==> config.mk <==
export PLATFORM = sky130hd
export DESIGN_NAME = upsampling_am_modulator_top
export DESIGN_NICKNAME = d
export VERILOG_FILES = /design/src/rtl/uam_pkg.sv /design/src/rtl/uam_cfg_regs.sv /design/src/rtl/uam_ctrl.sv /design/src/rtl/uam_datapath.sv /design/src/rtl/upsampling_am_modulator_top.sv
export SDC_FILE = /design/constraint.sdc
export NUM_CORES = 1
export LEC_CHECK = 0
export ABC_AREA = 0
export BUFFER_PORTS_ARGS = -buffer_cell sky130_fd_sc_hd__buf_2
export CAP_MARGIN = 0
export CORE_ASPECT_RATIO = 0.7
export CORE_MARGIN = 2
export CORE_UTILIZATION = 60
export DETAILED_ROUTE_END_ITERATION = 8
export PLACE_DENSITY = 0.83
export SYNTH_ARGS = -nofsm -noshare
export SYNTH_HDL_FRONTEND = slang
export SYNTH_SLANG_ARGS = --single-unit
==> constraint.sdc <==
create_clock -name clk -period 14.8 [get_ports clk]
set_input_delay 0.74 -clock clk [delete_from_list [all_inputs] [get_ports clk]]
set_output_delay 0.74 -clock clk [all_outputs]
set_load 0.1 [all_outputs]
==> src/rtl/uam_pkg.sv <==
// ----------------------------------------------------------------------------
// Upsampling AM modulator package
// Widths, reset values, register indexes and control structs.
// ----------------------------------------------------------------------------
package uam_pkg;

	localparam int PHASE_BITS_DEF = 32;
	localparam int FACTOR_W       = 7;
	localparam int STEP_W         = 32;
	localparam int SAMPLE_W       = 8;
	localparam int OUT_W          = 8;
	localparam int CNT_W          = 6;
	localparam int CFG_IDX_W      = 2;
	localparam int CFG_DATA_W     = 32;

	localparam logic [FACTOR_W-1:0] FACTOR_RESET = 7'd40;
	localparam logic [FACTOR_W-1:0] FACTOR_MAX   = 7'd64;
	localparam logic [STEP_W-1:0]   STEP_RESET   = 32'd171798692;

	// 2^22/127 rounded up; exact floor for dividends up to 127*128
	localparam logic [15:0] RECIP_127 = 16'd33027;
	localparam int          RECIP_SH  = 22;

	typedef enum logic [CFG_IDX_W-1:0] {
		REG_FACTOR = 2'd0,
		REG_STEP   = 2'd1
	} reg_idx_t;

	typedef struct packed {
		logic load;   // latch a new baseband sample
		logic issue;  // launch one output into the datapath
		logic last;   // the launched output ends its run
	} ctrl_cmd_t;

	typedef struct packed {
		logic advance; // pipeline moves this cycle
	} dp_status_t;

endpackage

==> src/rtl/uam_cfg_regs.sv <==
// ----------------------------------------------------------------------------
// Configuration registers
// Holds the upsample factor and the phase step, written by index.
// ----------------------------------------------------------------------------
module uam_cfg_regs (
	input  logic                             clk,
	input  logic                             arst_n,
	input  logic                             cfg_valid,
	output logic                             cfg_ready,
	input  logic [uam_pkg::CFG_IDX_W-1:0]    cfg_index,
	input  logic [uam_pkg::CFG_DATA_W-1:0]   cfg_data,
	output logic [uam_pkg::FACTOR_W-1:0]     factor,
	output logic [uam_pkg::STEP_W-1:0]       phase_step
);

	logic [uam_pkg::FACTOR_W-1:0] factor_q;
	logic [uam_pkg::STEP_W-1:0]   step_q;

	assign cfg_ready  = 1'b1;
	assign factor     = factor_q;
	assign phase_step = step_q;

	always_ff @(posedge clk or negedge arst_n) begin
		if (!arst_n) begin
			factor_q <= uam_pkg::FACTOR_RESET;
			step_q   <= uam_pkg::STEP_RESET;
		end else if (cfg_valid && cfg_ready) begin
			case (cfg_index)
				uam_pkg::REG_FACTOR: factor_q <= cfg_data[uam_pkg::FACTOR_W-1:0];
				uam_pkg::REG_STEP:   step_q   <= cfg_data[uam_pkg::STEP_W-1:0];
				default: ; // drop writes to unknown registers
			endcase
		end
	end

endmodule

==> src/rtl/uam_ctrl.sv <==
// ----------------------------------------------------------------------------
// Run controller
// Accepts baseband items and launches one output per cycle for each run while the datapath advances.
// ----------------------------------------------------------------------------
module uam_ctrl (
	input  logic                         clk,
	input  logic                         arst_n,
	input  logic                         in_valid,
	output logic                         in_ready,
	input  logic [uam_pkg::FACTOR_W-1:0] factor,
	input  uam_pkg::dp_status_t          status,
	output uam_pkg::ctrl_cmd_t           cmd
);

	typedef enum logic [1:0] {
		ST_IDLE = 2'b01,
		ST_RUN  = 2'b10
	} state_t;

	state_t                     state_q;
	logic [uam_pkg::CNT_W-1:0]  count_q;
	logic [uam_pkg::CNT_W-1:0]  last_idx_q;
	logic [uam_pkg::CNT_W-1:0]  last_idx;
	logic                       issue;
	logic                       is_last;
	logic                       accept;

	// clamp the factor to 1..64 and keep factor minus one as the index of the last output
	always_comb begin
		if (factor == '0) begin
			last_idx = '0;
		end else if (factor >= uam_pkg::FACTOR_MAX) begin
			last_idx = '1;
		end else begin
			last_idx = uam_pkg::CNT_W'(factor - 7'd1);
		end
	end

	assign issue    = (state_q == ST_RUN) && status.advance;
	assign is_last  = (count_q == last_idx_q);
	// take the next item on the cycle the current run launches its last output
	assign in_ready = (state_q == ST_IDLE) || (issue && is_last);
	assign accept   = in_valid && in_ready;

	assign cmd.load  = accept;
	assign cmd.issue = issue;
	assign cmd.last  = is_last;

	always_ff @(posedge clk or negedge arst_n) begin
		if (!arst_n) begin
			state_q    <= ST_IDLE;
			count_q    <= '0;
			last_idx_q <= '0;
		end else begin
			case (state_q)
				ST_IDLE: begin
					if (accept) begin
						state_q    <= ST_RUN;
						count_q    <= '0;
						last_idx_q <= last_idx;
					end
				end
				ST_RUN: begin
					if (issue) begin
						if (is_last) begin
							count_q <= '0;
							if (accept) begin
								last_idx_q <= last_idx;
							end else begin
								state_q <= ST_IDLE;
							end
						end else begin
							count_q <= count_q + 1'b1;
						end
					end
				end
				default: begin
					state_q <= ST_IDLE;
					count_q <= '0;
				end
			endcase
		end
	end

endmodule

==> src/rtl/uam_datapath.sv <==
// ----------------------------------------------------------------------------
// Modulator datapath
// Phase accumulator and five-stage parabolic-sine AM pipeline.
// ----------------------------------------------------------------------------
module uam_datapath #(
	parameter int PHASE_BITS = uam_pkg::PHASE_BITS_DEF
) (
	input  logic                                clk,
	input  logic                                arst_n,
	input  uam_pkg::ctrl_cmd_t                  cmd,
	output uam_pkg::dp_status_t                 status,
	input  logic signed [uam_pkg::SAMPLE_W-1:0] baseband_sample,
	input  logic [uam_pkg::STEP_W-1:0]          phase_step,
	output logic                                out_valid,
	input  logic                                out_ready,
	output logic [uam_pkg::OUT_W-1:0]           modulated_sample,
	output logic                                run_last
);

	localparam int SW = uam_pkg::SAMPLE_W;

	logic                   adv;
	logic [PHASE_BITS-1:0]  phase_q;
	logic [PHASE_BITS-1:0]  step_ext;
	logic signed [SW-1:0]   sample_q;

	// stage 1: carrier phase
	logic [14:0]            u_s1;
	logic                   neg_s1, last_s1, vld_s1;
	logic signed [SW-1:0]   smp_s1;
	// stage 2: u*(32768-u)
	logic [28:0]            sq_s2;
	logic                   neg_s2, last_s2, vld_s2;
	logic signed [SW-1:0]   smp_s2;
	// stage 3: rounded carrier
	logic signed [7:0]      c_s3;
	logic                   last_s3, vld_s3;
	logic signed [SW-1:0]   smp_s3;
	// stage 4: |c*sample|
	logic [13:0]            mag_s4;
	logic                   neg_s4, last_s4, vld_s4;
	// stage 5: output register
	logic [uam_pkg::OUT_W-1:0] out_s5;
	logic                   last_s5, vld_s5;

	logic [30:0]            sq_full;
	logic [35:0]            p127;
	logic [7:0]             q_hi;
	logic [27:0]            r_lo;
	logic                   rnd_up;
	logic [6:0]             mag;
	logic signed [15:0]     cs_prod;
	logic [15:0]            cs_abs;
	logic [29:0]            recip_prod;
	logic [7:0]             quot;
	logic [8:0]             sum;

	generate
		if (PHASE_BITS > uam_pkg::STEP_W) begin : g_step_wide
			assign step_ext = {{(PHASE_BITS - uam_pkg::STEP_W){1'b0}}, phase_step};
		end else if (PHASE_BITS == uam_pkg::STEP_W) begin : g_step_eq
			assign step_ext = phase_step;
		end else begin : g_step_narrow
			assign step_ext = phase_step[PHASE_BITS-1:0];
		end
	endgenerate

	// whole pipeline holds while the output register is full and stalled
	assign adv            = !vld_s5 || out_ready;
	assign status.advance = adv;

	always_ff @(posedge clk or negedge arst_n) begin
		if (!arst_n) begin
			phase_q <= '0;
		end else if (cmd.issue) begin
			phase_q <= phase_q + step_ext;
		end
	end

	always_ff @(posedge clk) begin
		if (cmd.load) begin
			sample_q <= baseband_sample;
		end
	end

	// combinational pieces between stages
	assign sq_full = u_s1 * (16'd32768 - {1'b0, u_s1});
	assign p127    = ({7'd0, sq_s2} << 7) - {7'd0, sq_s2};
	assign q_hi    = p127[35:28];
	assign r_lo    = p127[27:0];
	assign rnd_up  = (r_lo > 28'h8000000) || ((r_lo == 28'h8000000) && q_hi[0]);
	assign mag     = 7'(q_hi + {7'd0, rnd_up});

	assign cs_prod = c_s3 * smp_s3;
	assign cs_abs  = cs_prod[15] ? 16'(-cs_prod) : cs_prod;

	assign recip_prod = mag_s4 * uam_pkg::RECIP_127;
	assign quot       = recip_prod[uam_pkg::RECIP_SH +: 8];
	assign sum        = neg_s4 ? (9'd128 - {1'b0, quot}) : (9'd128 + {1'b0, quot});

	always_ff @(posedge clk or negedge arst_n) begin
		if (!arst_n) begin
			vld_s1 <= 1'b0;
			vld_s2 <= 1'b0;
			vld_s3 <= 1'b0;
			vld_s4 <= 1'b0;
			vld_s5 <= 1'b0;
		end else if (adv) begin
			vld_s1 <= cmd.issue;
			vld_s2 <= vld_s1;
			vld_s3 <= vld_s2;
			vld_s4 <= vld_s3;
			vld_s5 <= vld_s4;
		end
	end

	always_ff @(posedge clk) begin
		if (adv) begin
			u_s1    <= phase_q[PHASE_BITS-2 -: 15];
			neg_s1  <= phase_q[PHASE_BITS-1];
			smp_s1  <= sample_q;
			last_s1 <= cmd.last;

			sq_s2   <= sq_full[28:0];
			neg_s2  <= neg_s1;
			smp_s2  <= smp_s1;
			last_s2 <= last_s1;

			c_s3    <= neg_s2 ? -$signed({1'b0, mag}) : $signed({1'b0, mag});
			smp_s3  <= smp_s2;
			last_s3 <= last_s2;

			mag_s4  <= cs_abs[13:0];
			neg_s4  <= cs_prod[15];
			last_s4 <= last_s3;

			// only +128 can overflow the offset sum
			out_s5  <= sum[8] ? 8'd255 : sum[7:0];
			last_s5 <= last_s4;
		end
	end

	assign out_valid        = vld_s5;
	assign modulated_sample = out_s5;
	assign run_last         = last_s5;

endmodule

==> src/rtl/upsampling_am_modulator_top.sv <==
// An accepted item is latched, then each of its outputs passes through datapath stages s1 to s5.
// Throughput: one output per cycle unless out_ready stalls the full output register;
// an item yields upsample_factor outputs (1..64, 40 by default), one per controller launch.
// Reset (arst_n low): phase accumulator and run counter clear, registers take
// factor 40 and step 171798692, pipeline empties.
// ----------------------------------------------------------------------------
// Upsampling AM modulator
// Zero-order-hold upsampler with parabolic-sine NCO amplitude modulation.
// ----------------------------------------------------------------------------
module upsampling_am_modulator_top #(
	parameter int PHASE_BITS = uam_pkg::PHASE_BITS_DEF
) (
	input  logic                                clk,
	input  logic                                arst_n,
	input  logic                                in_valid,
	output logic                                in_ready,
	input  logic signed [uam_pkg::SAMPLE_W-1:0] baseband_sample,
	output logic                                out_valid,
	input  logic                                out_ready,
	output logic [uam_pkg::OUT_W-1:0]           modulated_sample,
	output logic                                run_last,
	input  logic                                cfg_valid,
	output logic                                cfg_ready,
	input  logic [uam_pkg::CFG_IDX_W-1:0]       cfg_index,
	input  logic [uam_pkg::CFG_DATA_W-1:0]      cfg_data
);

	logic [uam_pkg::FACTOR_W-1:0] factor;
	logic [uam_pkg::STEP_W-1:0]   phase_step;
	uam_pkg::ctrl_cmd_t           cmd;
	uam_pkg::dp_status_t          status;

	uam_cfg_regs u_cfg (
		.clk        (clk),
		.arst_n     (arst_n),
		.cfg_valid  (cfg_valid),
		.cfg_ready  (cfg_ready),
		.cfg_index  (cfg_index),
		.cfg_data   (cfg_data),
		.factor     (factor),
		.phase_step (phase_step)
	);

	uam_ctrl u_ctrl (
		.clk      (clk),
		.arst_n   (arst_n),
		.in_valid (in_valid),
		.in_ready (in_ready),
		.factor   (factor),
		.status   (status),
		.cmd      (cmd)
	);

	uam_datapath #(
		.PHASE_BITS (PHASE_BITS)
	) u_dp (
		.clk              (clk),
		.arst_n           (arst_n),
		.cmd              (cmd),
		.status           (status),
		.baseband_sample  (baseband_sample),
		.phase_step       (phase_step),
		.out_valid        (out_valid),
		.out_ready        (out_ready),
		.modulated_sample (modulated_sample),
		.run_last         (run_last)
	);

endmodule

Word-level counts from Yosys, hierarchy flattened
Cells that the tools add are included.

cells by class
  add/subtract/negate cells = 10
  multiply operators = 3
  equality and inequality tests = 9
  reductions and logical operators = 16
  $lt $le $gt $ge = 2
  muxes and demuxes = 18

operators with widths
  kind                    number
  $mux 6                  8
  $sub 35x29->35          1
  $add 32x32->32          1
  $mul 15x31->29          1
  $mul 14x16->30 const B  1
  $eq 28x28->1 const B    1
  $gt 28x28->1 const B    1
  $pmux 6 s2              2
  $sub 16x15->17 const A  1
  $mul 8x8->16            1
  $mux 14                 1
  $neg 14->14             1
  $add 8x8->9 const A     1
  $mux 9                  1
  $sub 8x8->9 const A     1
  $mux 2                  4
  $neg 7->8               1
  $add 7x1->7             1
  $ge 7x7->1 const B      1
  $logic_not 7->1         1
  $mux 7                  1
  $add 6x1->6 const B     1
  $eq 6x6->1              1
  $ne 2x1->1 const B      3
  other kinds (13)        21

storage, ports and cells
  register bits = 204
  output and inout port bits = 12
  input port bits = 47
  logic and storage cells = 87

Longest topological paths before layout
Gate-level depths: netlist of run 1.

  word-level depth = 10
  depth in mapped cells = 33
  depth with buffers taken out = 31

By module
A second synthesis of run 1 with hierarchy kept.

second synthesis, totals
  cell total of the unflattened synthesis = 2207
  area, all modules = 22943.3 µm²

modules (own cells, without submodules)
  module        sequential area each (µm²)  area an instance (µm²)  instances  cells each
  uam_datapath  4349.2                      20395.8                 1          2032
  uam_cfg_regs  994.7                       1630.3                  1          85
  uam_ctrl      351.6                       917.1                   1          90

Worst setup path after synthesis of run 1
OpenSTA, ideal clock, no wires.

  kind = reg2reg
  from = register u_dp.u_s1[0]
  to = register u_dp.sq_s2[28] (data pin)
  library setup time = 0.260 ns
  data arrival time = 7.149 ns
  stages on the path, launching flop included = 29
  data required time = 14.540 ns
  period minus slack after synthesis = 7.409 ns
  buffers on the path = 2
  setup slack = 7.391 ns
  cells stage by stage = edfxtp_1 -> clkbuf_1 -> inv_2 -> ha_1 -> nor3b_1 -> nand2b_1 -> nor3_1 -> ha_1 -> clkbuf_1 -> nand2b_1 -> fa_1 -> inv_1 -> fa_1 -> fa_1 -> fa_1 -> fa_1 -> inv_1 -> fa_1 -> inv_1 -> ha_1 -> a21oi_1 -> nor2b_1 -> a31o_2 -> a31o_2 -> a221o_1 -> a211oi_1 -> o31ai_1 -> a21oi_1 -> xnor2_1

on the way
  cells in the longest elaborated chain, start to end = 2

RTL lines
  item                      line                 source
  start: declaration        uam_datapath.sv:28   logic [14:0] u_s1;
  start signal: assignment  uam_datapath.sv:119  u_s1 <= phase_q[PHASE_BITS-2 -: 15];
  $sub 16x15->17            uam_datapath.sv:87   assign sq_full = u_s1 * (16'd32768 - {1'b0, u_s1});
  $mul 15x31->29 (*)        uam_datapath.sv:87
  net u_dp.sq_full[28]      uam_datapath.sv:46   logic [30:0] sq_full;
  end signal: assignment    uam_datapath.sv:124  sq_s2 <= sq_full[28:0];
  end: declaration          uam_datapath.sv:32   logic [28:0] sq_s2;

Mark *: on every way through the listed nets, which the timed path passes. The rest lies on a longest branch.
A chain may end at the register's enable or synchronous reset.

Final worst setup path of run 1
  from = register u_dp.u_s1[6]
  to = register u_dp.sq_s2[28] (data pin)

Same word-level chain as after synthesis.

==> flow_metrics.env, run 1 <==
export IMPL_status="complete, no violations"
export IMPL_final_nets=2788
export IMPL_layout_setup_ws_ns=6.36
export IMPL_reg2reg_depth=26
export IMPL_post_synth_top_count_cell="inv_1"
export IMPL_async_reset_ff_share_pct=44.1
export IMPL_ys_seq_area_share_pct=25.6
export IMPL_max_freq_mhz=119
export IMPL_dp_slack_ns=6.50
export IMPL_clk_pin_slew_ns=0.07
export IMPL_vias=15300
export IMPL_fin_setup_tns_ns=0
export IMPL_grt_pass1_wl_mm=79.3
export IMPL_synth_top_area_cell="fa_1"
export IMPL_cpLargestDelayFamily="adder cells"
export IMPL_gp_congestion=0.916
export IMPL_die_x_um=234
export IMPL_worstReg2RegEnd="u_dp.sq_s2[28]"
export IMPL_cp_start_kind="register"
export IMPL_fin_util_pct=65.6
export IMPL_worstHoldPathType="in2async"
export IMPL_antenna_cells_inserted=0
export IMPL_post_drt_wl_per_cell_um=17.0
export IMPL_area_growth_pct=6.92
export IMPL_overflow=0
export IMPL_num_fill_cells=2752
export IMPL_ys_types=81
export IMPL_groute_usage_overall_pct=25.6
export IMPL_ctsRootBufferMaster="clkbuf_16"
export IMPL_synth_edf_count=114
export IMPL_antenna_found_initial=0
export IMPL_ff2ff_setup_slack_ns=6.36
export IMPL_endpoint_kind="register"
export IMPL_grt_pass1_vias=16300
export IMPL_worst_pin_slew_ns=1.23
export IMPL_cts_tree="built"
export IMPL_io_pins=59
export IMPL_grt_max_degree=90
export IMPL_drc_errors=0
export IMPL_setup_viol=0
export IMPL_wirelength_mm=46.3
export IMPL_slowest_stage="edfxtp_1"
export IMPL_relSlewSlack_pct=17.8
export IMPL_slew_violations=0
export IMPL_core_rowCount=58
export IMPL_post_cts_resized=0
export IMPL_placed_cell_area_sq_mm=0.0230
export IMPL_postRouteAntennaNets=0
export IMPL_synthCells=2168
export IMPL_cts_buffers=23
export IMPL_ctsHtreeMaxLevel=1
export IMPL_avgViaCountPerCell=5.64
export IMPL_layout_drive_gt1_share_pct=8.01
export IMPL_rsz0062_at_grt="no"
export IMPL_fin_worst_skew_ns=0.0190
export IMPL_die_h_um=165
export IMPL_dr_first_iter_drc_count=1073
export IMPL_synth_seq_cells=204
export IMPL_hold_viol=0
export IMPL_r2r_start="u_dp.u_s1[6]"
export IMPL_cts_hold_buffers_added=0
export IMPL_syn_area_sq_mm=0.0222
export IMPL_start_util_pct=61.3
export IMPL_critPathArrivalTime_ns=8.72
export IMPL_dr_pass1_iters=5
export IMPL_synth_top_area_share_pct=21.9
export IMPL_worst_setup_path_type="reg2reg"
export IMPL_cts_sinks=204
export IMPL_synth_area_per_cell_sq_um=10.2
export IMPL_path_max_fanout=21
export IMPL_min_period_ns=8.44
export IMPL_synth_warning_count=0
export IMPL_core_area_sq_mm=0.0362
export IMPL_netlist_top_cells_count="inv_1, ha_1, fa_1"
export IMPL_synthFlopType="edfxtp_1"
export IMPL_final_cell_area_sq_mm=0.0237
export IMPL_clk_latency_ns=0.54
export IMPL_hpwl_mm=36.9
export IMPL_critPathRequiredTime_ns=15.09
export IMPL_min_period_over_period_pct=57.0
export IMPL_cp_buffers_inverters=4
export IMPL_path_common_cell="fa_1"
export IMPL_clock_path_buffers=3
export IMPL_drv_cap=0
export IMPL_cts_setup_buffers=0
export IMPL_netlist_top_cells_area="fa_1, ha_1, edfxtp_1"
export IMPL_io_buffer_count=57
export IMPL_dieArea_sq_mm=0.0386
export IMPL_critPathMaxStageDelay_ns=0.72
sequential cells by signal, summed over array words and instances (netlist names), 2 cells and up:
register / cells
u_dp.modulated_sample: 8
u_ctrl.count_q: 6
u_dp.sq_s2: 29
u_dp.phase_q: 32
u_dp.smp_s1: 8
u_dp.smp_s3: 8
u_dp.u_s1: 15
u_cfg.factor: 7
u_dp.smp_s2: 8
u_dp.mag_s4: 14
u_dp.c_s3: 8
u_ctrl.last_idx_q: 6
u_cfg.phase_step: 32
u_dp.sample_q: 8
u_ctrl.state_q: 2
final cells by class:
type	instances	area (sq um)	area share, %
repair buffers	62	325	1.37
clock inverters	13	141	0.595
well taps	480	601	2.53
inverters	354	1330	5.61
multi-input cells	1573	15000	63.4
flip-flops and latches	204	5700	24.0
clock buffers	29	608	2.56
kinds of logic after synthesis:
group	synth area share, %
adders and majority gates	37.7
and+or+nand+nor	14.2
DFF	25.6
muxes	2.45
other	0.0338
xor gates and xnor gates	4.54
AOI/OAI and AO/OA	8.63
buffers and inverters	6.83
worst max-delay path by stage:
stage | from | to | slack (ns) | cells after the start
floorplan | u_dp.u_s1[0] | u_dp.sq_s2[28] | 7.39 | 28
global placement | u_dp.u_s1[6] | u_dp.sq_s2[28] | 6.82 | 26
detailed placement | u_dp.u_s1[6] | u_dp.sq_s2[28] | 6.50 | 26
CTS | u_dp.u_s1[6] | u_dp.sq_s2[28] | 6.44 | 26
global route | u_dp.u_s1[6] | u_dp.sq_s2[28] | 5.92 | 26
finish | u_dp.u_s1[6] | u_dp.sq_s2[28] | 6.36 | 26
metrics by stage:
step,hold slack (ns),std cells
floorplan,0.400,2180
global placement,0.401,2673
detailed placement,0.405,2673
CTS,0.0433,2715
global route,0.0585,2715
finish,0.0509,2715
placed cells by master, fill, tap and decap left out, types with 59 or more instances in the layout:
master and count:
a21oi_1 67, and2_1 59, dfrtp_1 74, edfxtp_1 114, fa_1 243, ha_1 280
inv_1 351, nand2_1 115, nand2b_1 110, nor2_1 75, nor2b_1 100, o21ai_0 77
xnor2_1 74
metal layers:
| metal | vias up | global-route usage, % | part of all wire [%] | routed length (um) |
|---|---|---|---|---|
| met3 | 71 | 4.21 | 6.2 | 2890 |
| met5 | - | 0 | 0 | 0 |
| met1 | 7572 | 36.3 | 46 | 21400 |
| li1 | 7260 | - | - | - |
| met4 | 0 | 5.75 | 1.8 | 853 |
| met2 | 422 | 41.8 | 46 | 21200 |
Power of run 1 is not shown: default switching activity piles up to over one toggle a cycle in this logic, so the estimate is an artifact.
==> inputs of run 2 (changes only) <==
ABC_AREA = 1   (was 0)
CORE_UTILIZATION = 59   (was 60)
PLACE_DENSITY = 0.85   (was 0.83)
clock period = 7 ns   (was 14.8 ns; I/O delays follow)
==> flow_metrics.env, run 2 <==
export IMPL_status="complete, no violations"
export IMPL_slowest_stage="fa_1"
export IMPL_grt_pass1_wl_mm=96.2
export IMPL_clock_path_buffers=3
export IMPL_avgViaCountPerCell=5.46
export IMPL_antenna_cells_inserted=0
export IMPL_seq_area_sq_mm=0.00570
export IMPL_whs_path_depth=2
export IMPL_synth_top_area_cell="fa_1"
export IMPL_start_util_pct=59.8
export IMPL_critPathArrivalTime_ns=7.13
export IMPL_syn_area_sq_mm=0.0237
export IMPL_core_rowCount=61
export IMPL_antenna_found_initial=1
export IMPL_synth_seq_cells=204
export IMPL_min_to="u_cfg.phase_step[17]"
export IMPL_drv_cap=0
export IMPL_grt_max_degree=69
export IMPL_layout_setup_ws_ns=0.163
export IMPL_grt_pass1_vias=19200
export IMPL_dieArea_sq_mm=0.0419
export IMPL_slew_violations=0
export IMPL_clk_latency_ns=0.55
export IMPL_netlist_top_cells_count="inv_1, nand2_1, ha_1"
export IMPL_path_max_fanout=5
export IMPL_layout_commonest_cell="inv_1"
export IMPL_whs_ns=0.0256
export IMPL_async_reset_ff_share_pct=44.1
export IMPL_worst_setup_path_type="reg2reg"
export IMPL_critPathRequiredTime_ns=7.30
export IMPL_groute_usage_overall_pct=28.5
export IMPL_layout_drive_gt1_share_pct=10.3
export IMPL_cp_start_kind="register"
export IMPL_final_nets=3535
export IMPL_cts_buffers=23
export IMPL_worstHoldPathType="in2reg"
export IMPL_postRouteAntennaNets=0
export IMPL_drc_errors=0
export IMPL_synthFlopType="edfxtp_1"
export IMPL_clk_pin_slew_ns=0.07
export IMPL_endpoint_kind="register"
export IMPL_final_cell_mix="inv_1, nand2_1, ha_1, nor2_1, fa_1"
export IMPL_die_h_um=172
export IMPL_place_inst=3460
export IMPL_dr_pass1_iters=5
export IMPL_fin_worst_skew_ns=0.0101
export IMPL_hold_viol=0
export IMPL_overflow=0
export IMPL_dp_slack_ns=-0.216
export IMPL_r2r_start="u_dp.u_s1[0]"
export IMPL_core_area_sq_mm=0.0397
export IMPL_worstReg2RegEnd="u_dp.sq_s2[27]"
export IMPL_hpwl_mm=47.2
export IMPL_wirelength_mm=58.4
export IMPL_synth_edf_count=114
export IMPL_cts_sinks=204
export IMPL_synth_top_area_share_pct=20.5
export IMPL_ff2ff_setup_slack_ns=0.16
export IMPL_ys_seq_area_share_pct=24.0
export IMPL_synthCells=2861
export IMPL_dr_first_iter_drc_count=1529
export IMPL_setup_viol=0
export IMPL_max_freq_mhz=146
export IMPL_final_cells=3517
export IMPL_ctsHtreeMaxLevel=1
export IMPL_io_pins=59
export IMPL_post_drt_wl_per_cell_um=16.6
export IMPL_synth_warning_count=0
export IMPL_cts_tree="built"
export IMPL_path_common_cell="fa_1"
export IMPL_multi_input_area_sq_mm=0.0158
export IMPL_io_buffer_count=57
export IMPL_fin_util_pct=65.7
export IMPL_ys_types=62
export IMPL_synth_area_per_cell_sq_um=8.29
export IMPL_area_growth_pct=9.94
export IMPL_reg2reg_depth=28
export IMPL_vias=19200
export IMPL_hold_path_startpoint="cfg_data[17]"
export IMPL_min_period_over_period_pct=97.7
export IMPL_netlist_top_cells_area="fa_1, ha_1, edfxtp_1"
export IMPL_critPathMaxStageDelay_ns=0.60
export IMPL_relSlewSlack_pct=40.7
export IMPL_die_x_um=244
export IMPL_ctsRootBufferMaster="clkbuf_16"
export IMPL_gp_congestion=0.976
export IMPL_post_synth_top_count_cell="inv_1"
export IMPL_worst_pin_slew_ns=0.890
export IMPL_num_fill_cells=3234
export IMPL_min_period_ns=6.84
==> run 2: cell count changes in the layout (fill, tap and decap cells not counted), moves of 24 or more <==
cell and change:
a21oi_1 +36, and2_1 -57, buf_4 +50, inv_1 +261
nand2_1 +487, nand2_2 +24, nand2b_1 -107, nand3_1 +68
nor2_1 +167, nor2b_1 -100, xnor2_1 -34
==> run 2: layout make-up <==
type / count / area share, %
multi-input cells: 1987 / 60.5
flip-flops and latches: 204 / 21.8
inverters: 627 / 9.04
repair buffers: 122 / 3.09
well taps: 535 / 2.57
clock buffers: 26 / 2.25
clock inverters: 16 / 0.719
==> run 2: worst max-delay path: cells and delay by family (launching register included) <==
kind	cells	cell delay, ns
compound gates	3	0.87
buf+inv	5	0.51
flops	1	0.43
simple gates	10	1.15
xor+xnor	1	0.17
fa+ha+maj	9	3.45
==> run 2: how the worst max path moves through the flow <==
stage / from / endpoint / slack, ns / cells past startpoint
CTS: u_dp.u_s1[0] / u_dp.sq_s2[27] / 0.03 / 28
floorplan: u_dp.u_s1[0] / u_dp.sq_s2[25] / 0.08 / 32
finish: u_dp.u_s1[0] / u_dp.sq_s2[27] / 0.16 / 28
global placement: u_dp.u_s1[0] / u_dp.sq_s2[25] / 0.08 / 28
detailed placement: u_dp.u_s1[0] / u_dp.sq_s2[27] / -0.22 / 28
global route: u_dp.u_s1[0] / u_dp.sq_s2[22] / -0.08 / 32
==> run 2: cells by family (layout without fill, tap and decap cells) <==
logic type / Yosys count / after routing / synth area share [%]
compound gates: 268 / 268 / 6.43
xor+xnor: 101 / 101 / 3.85
fa+ha+maj: 523 / 523 / 35.3
buf+inv: 682 / 791 / 10.8
flops: 204 / 204 / 24.0
mux: 25 / 25 / 1.19
other cells: 2 / 14 / 0.0317
simple gates: 1056 / 1056 / 18.4
==> run 2: timing repair <==
| item | in CTS | in global routing |
|---|---|---|
| gates resized for setup | 7 | 63 |
| setup buffers | 0 | 6 |
| hold buffers | 9 | 0 |
| pin swaps | 1 | 21 |
| endpoints found under the setup margin | 5 | 14 |
| endpoints found under the hold margin | 30 | 0 |
==> run 2: through the flow <==
stage	instance area, sq um	TNS, ns
5_1_grt	26100	-0.226
6_report	26100	0
2_1_floorplan	23800	0
4_1_cts	25800	0
3_5_place_dp	24900	-0.638
3_3_place_gp	24900	0
==> run 2: per-layer routing <==
layer  up-vias  wire length (um)  global-route usage (%)
met5         -                11                       0
met4         2              1240                    6.15
met3       101              4810                    4.48
met2       780             26400                    46.4
met1      9232             26000                    40.6
li1       9077                 -                       -
Power of run 2 is left out for the same reason.
==> inputs of run 3 (changes only) <==
PLACE_DENSITY = 0.79   (was 0.85)
==> flow_metrics.env, run 3 (same netlist as run 2, synthesis figures left out) <==
export IMPL_clk_latency_ns=0.55
export IMPL_clock_path_buffers=3
export IMPL_die_x_um=244
export IMPL_worst_setup_path_type="reg2reg"
export IMPL_slowest_stage="fa_1"
export IMPL_hold_viol=0
export IMPL_whs_path_depth=2
export IMPL_clk_pin_slew_ns=0.07
export IMPL_antenna_cells_inserted=0
export IMPL_path_common_cell="fa_1"
export IMPL_groute_usage_overall_pct=27.4
export IMPL_critPathMaxStageDelay_ns=0.53
export IMPL_grt_pass1_vias=19200
export IMPL_ctsRootBufferMaster="clkbuf_16"
export IMPL_critPathRequiredTime_ns=7.28
export IMPL_start_util_pct=59.8
export IMPL_fin_worst_skew_ns=0.0126
export IMPL_drc_errors=0
export IMPL_post_drt_wl_per_cell_um=15.9
export IMPL_grt_pass1_wl_mm=92.7
export IMPL_path_max_fanout=6
export IMPL_gp_congestion=0.932
export IMPL_cp_buffers_inverters=5
export IMPL_cpLargestDelayFamily="adder cells"
export IMPL_status="complete, no violations"
export IMPL_worst_pin_slew_ns=1.15
export IMPL_place_inst=3447
export IMPL_setup_viol=0
export IMPL_relSlewSlack_pct=23.2
export IMPL_final_nets=3520
export IMPL_dieArea_sq_mm=0.0419
export IMPL_critical_path_cell_count=27
export IMPL_dr_wl_met2_mm=25.0
export IMPL_layout_commonest_cell="inv_1"
export IMPL_postRouteAntennaNets=0
export IMPL_critPathArrivalTime_ns=7.02
export IMPL_final_cells=3502
export IMPL_met1Wirelength_mm=25.5
export IMPL_cts_tree="built"
export IMPL_whs_ns=0.0299
export IMPL_layout_drive_gt1_share_pct=9.57
export IMPL_avgViaCountPerCell=5.32
export IMPL_cts_buffers=23
export IMPL_dr_first_iter_drc_count=1292
export IMPL_die_h_um=172
export IMPL_ctsHtreeMaxLevel=1
export IMPL_core_area_sq_mm=0.0397
export IMPL_min_period_ns=6.75
export IMPL_wirelength_mm=55.6
export IMPL_cp_start_kind="register"
export IMPL_cts_sinks=204
export IMPL_area_growth_pct=9.67
export IMPL_io_buffer_count=57
export IMPL_vias=18600
export IMPL_min_period_over_period_pct=96.4
export IMPL_core_rowCount=61
export IMPL_endpoint_kind="register"
export IMPL_final_cell_mix="inv_1, nand2_1, ha_1, fa_1, nor2_1"
export IMPL_reg2reg_depth=27
export IMPL_dr_wl_met3_mm=4.12
export IMPL_worstHoldPathType="in2reg"
export IMPL_grt_max_degree=89
export IMPL_overflow=0
export IMPL_max_freq_mhz=148
export IMPL_drv_cap=0
export IMPL_dr_pass1_iters=6
export IMPL_antenna_found_initial=0
export IMPL_slew_violations=0
export IMPL_top_layer="met4"
export IMPL_hpwl_mm=45.6
export IMPL_io_pins=59
export IMPL_rsz0062_at_grt="yes"
## run 3: cell types whose count changed in the layout (fill, tap and decap cells not counted), moves of 3 or more
cell / before / now
ha_4: 10 / 6
nand2_2: 25 / 21
clkbuf_1: 3 / 0
a21oi_2: 8 / 12
buf_4: 56 / 42
nand2_1: 602 / 606
bufinv_16: 2 / 8
a21oi_1: 103 / 100
inv_1: 612 / 615
nor2_2: 8 / 11
ha_1: 263 / 269
## run 3: per-stage QoR
step	cell area (sq um)	setup TNS (ns)	util [%]	setup slack (ns)
after floorplan	23800	0	-	0.0797
final	26000	0	65.6	0.254
after detailed placement	24800	-0.230	62.5	-0.116
after global routing	26000	-0.256	65.6	-0.0750
after CTS	25800	0	65.1	0.0300
after global placement	24800	0	62.5	0.0655
## run 3: cell type report
class                   count  area, sq um
inverters                 627         2360
well taps                 535          669
repair buffers            107          686
fillers                  3246        13700
flip-flops and latches    204         5700
clock buffers              25          603
multi-input cells        1987        15700
clock inverters            17          325
## run 3: path summary, 6_finish.rpt
kind                                 from                    to  slack (ns)
max reg2reg                  u_dp.u_s1[0]        u_dp.sq_s2[28]        0.25
min reg2reg                u_dp.smp_s1[1]        u_dp.smp_s2[1]        0.42
max in group asynchronous          arst_n      u_dp.phase_q[26]        5.61
min                          cfg_data[23]  u_cfg.phase_step[23]        0.03
max                          u_dp.u_s1[0]        u_dp.sq_s2[28]        0.25
min in group asynchronous          arst_n  u_ctrl.last_idx_q[0]        0.19
## run 3: metal layers
metal / GRT usage, % / vias to the layer above
met4: 5.59 / 0
met2: 45.3 / 606
met1: 38.1 / 8901
li1: - / 9049
met3: 5.13 / 75
met5: 0 / -
## run 3: what timing repair did
item | in CTS | in global routing
hold buffers | 9 | 0
endpoints found under the setup margin | 4 | 13
resized for setup | 6 | 39
hold endpoints to repair | 21 | 0
pin swaps | 2 | 7
setup buffers | 1 | 3
## run 3: worst reg2reg max path, cell delays in order, from the launching register on
cell and delay [ns]:
edfxtp_1 0.44, inv_2 0.10, ha_2 0.19, nand2_1 0.08, nor2_2 0.11, nand2_1 0.10
nor2_2 0.15, nand3_2 0.12, nor4_2 0.26, ha_1 0.29, buf_4 0.16, inv_1 0.12
nand2_1 0.10, fa_1 0.51, inv_1 0.05, fa_1 0.51, fa_1 0.44, fa_1 0.53
fa_1 0.49, ha_1 0.31, ha_1 0.39, a21oi_2 0.20, nor2_1 0.08, a211oi_1 0.26
inv_1 0.08, a21oi_1 0.14, o211ai_1 0.12, xor2_1 0.15
Power of run 3 is left out for the same reason.
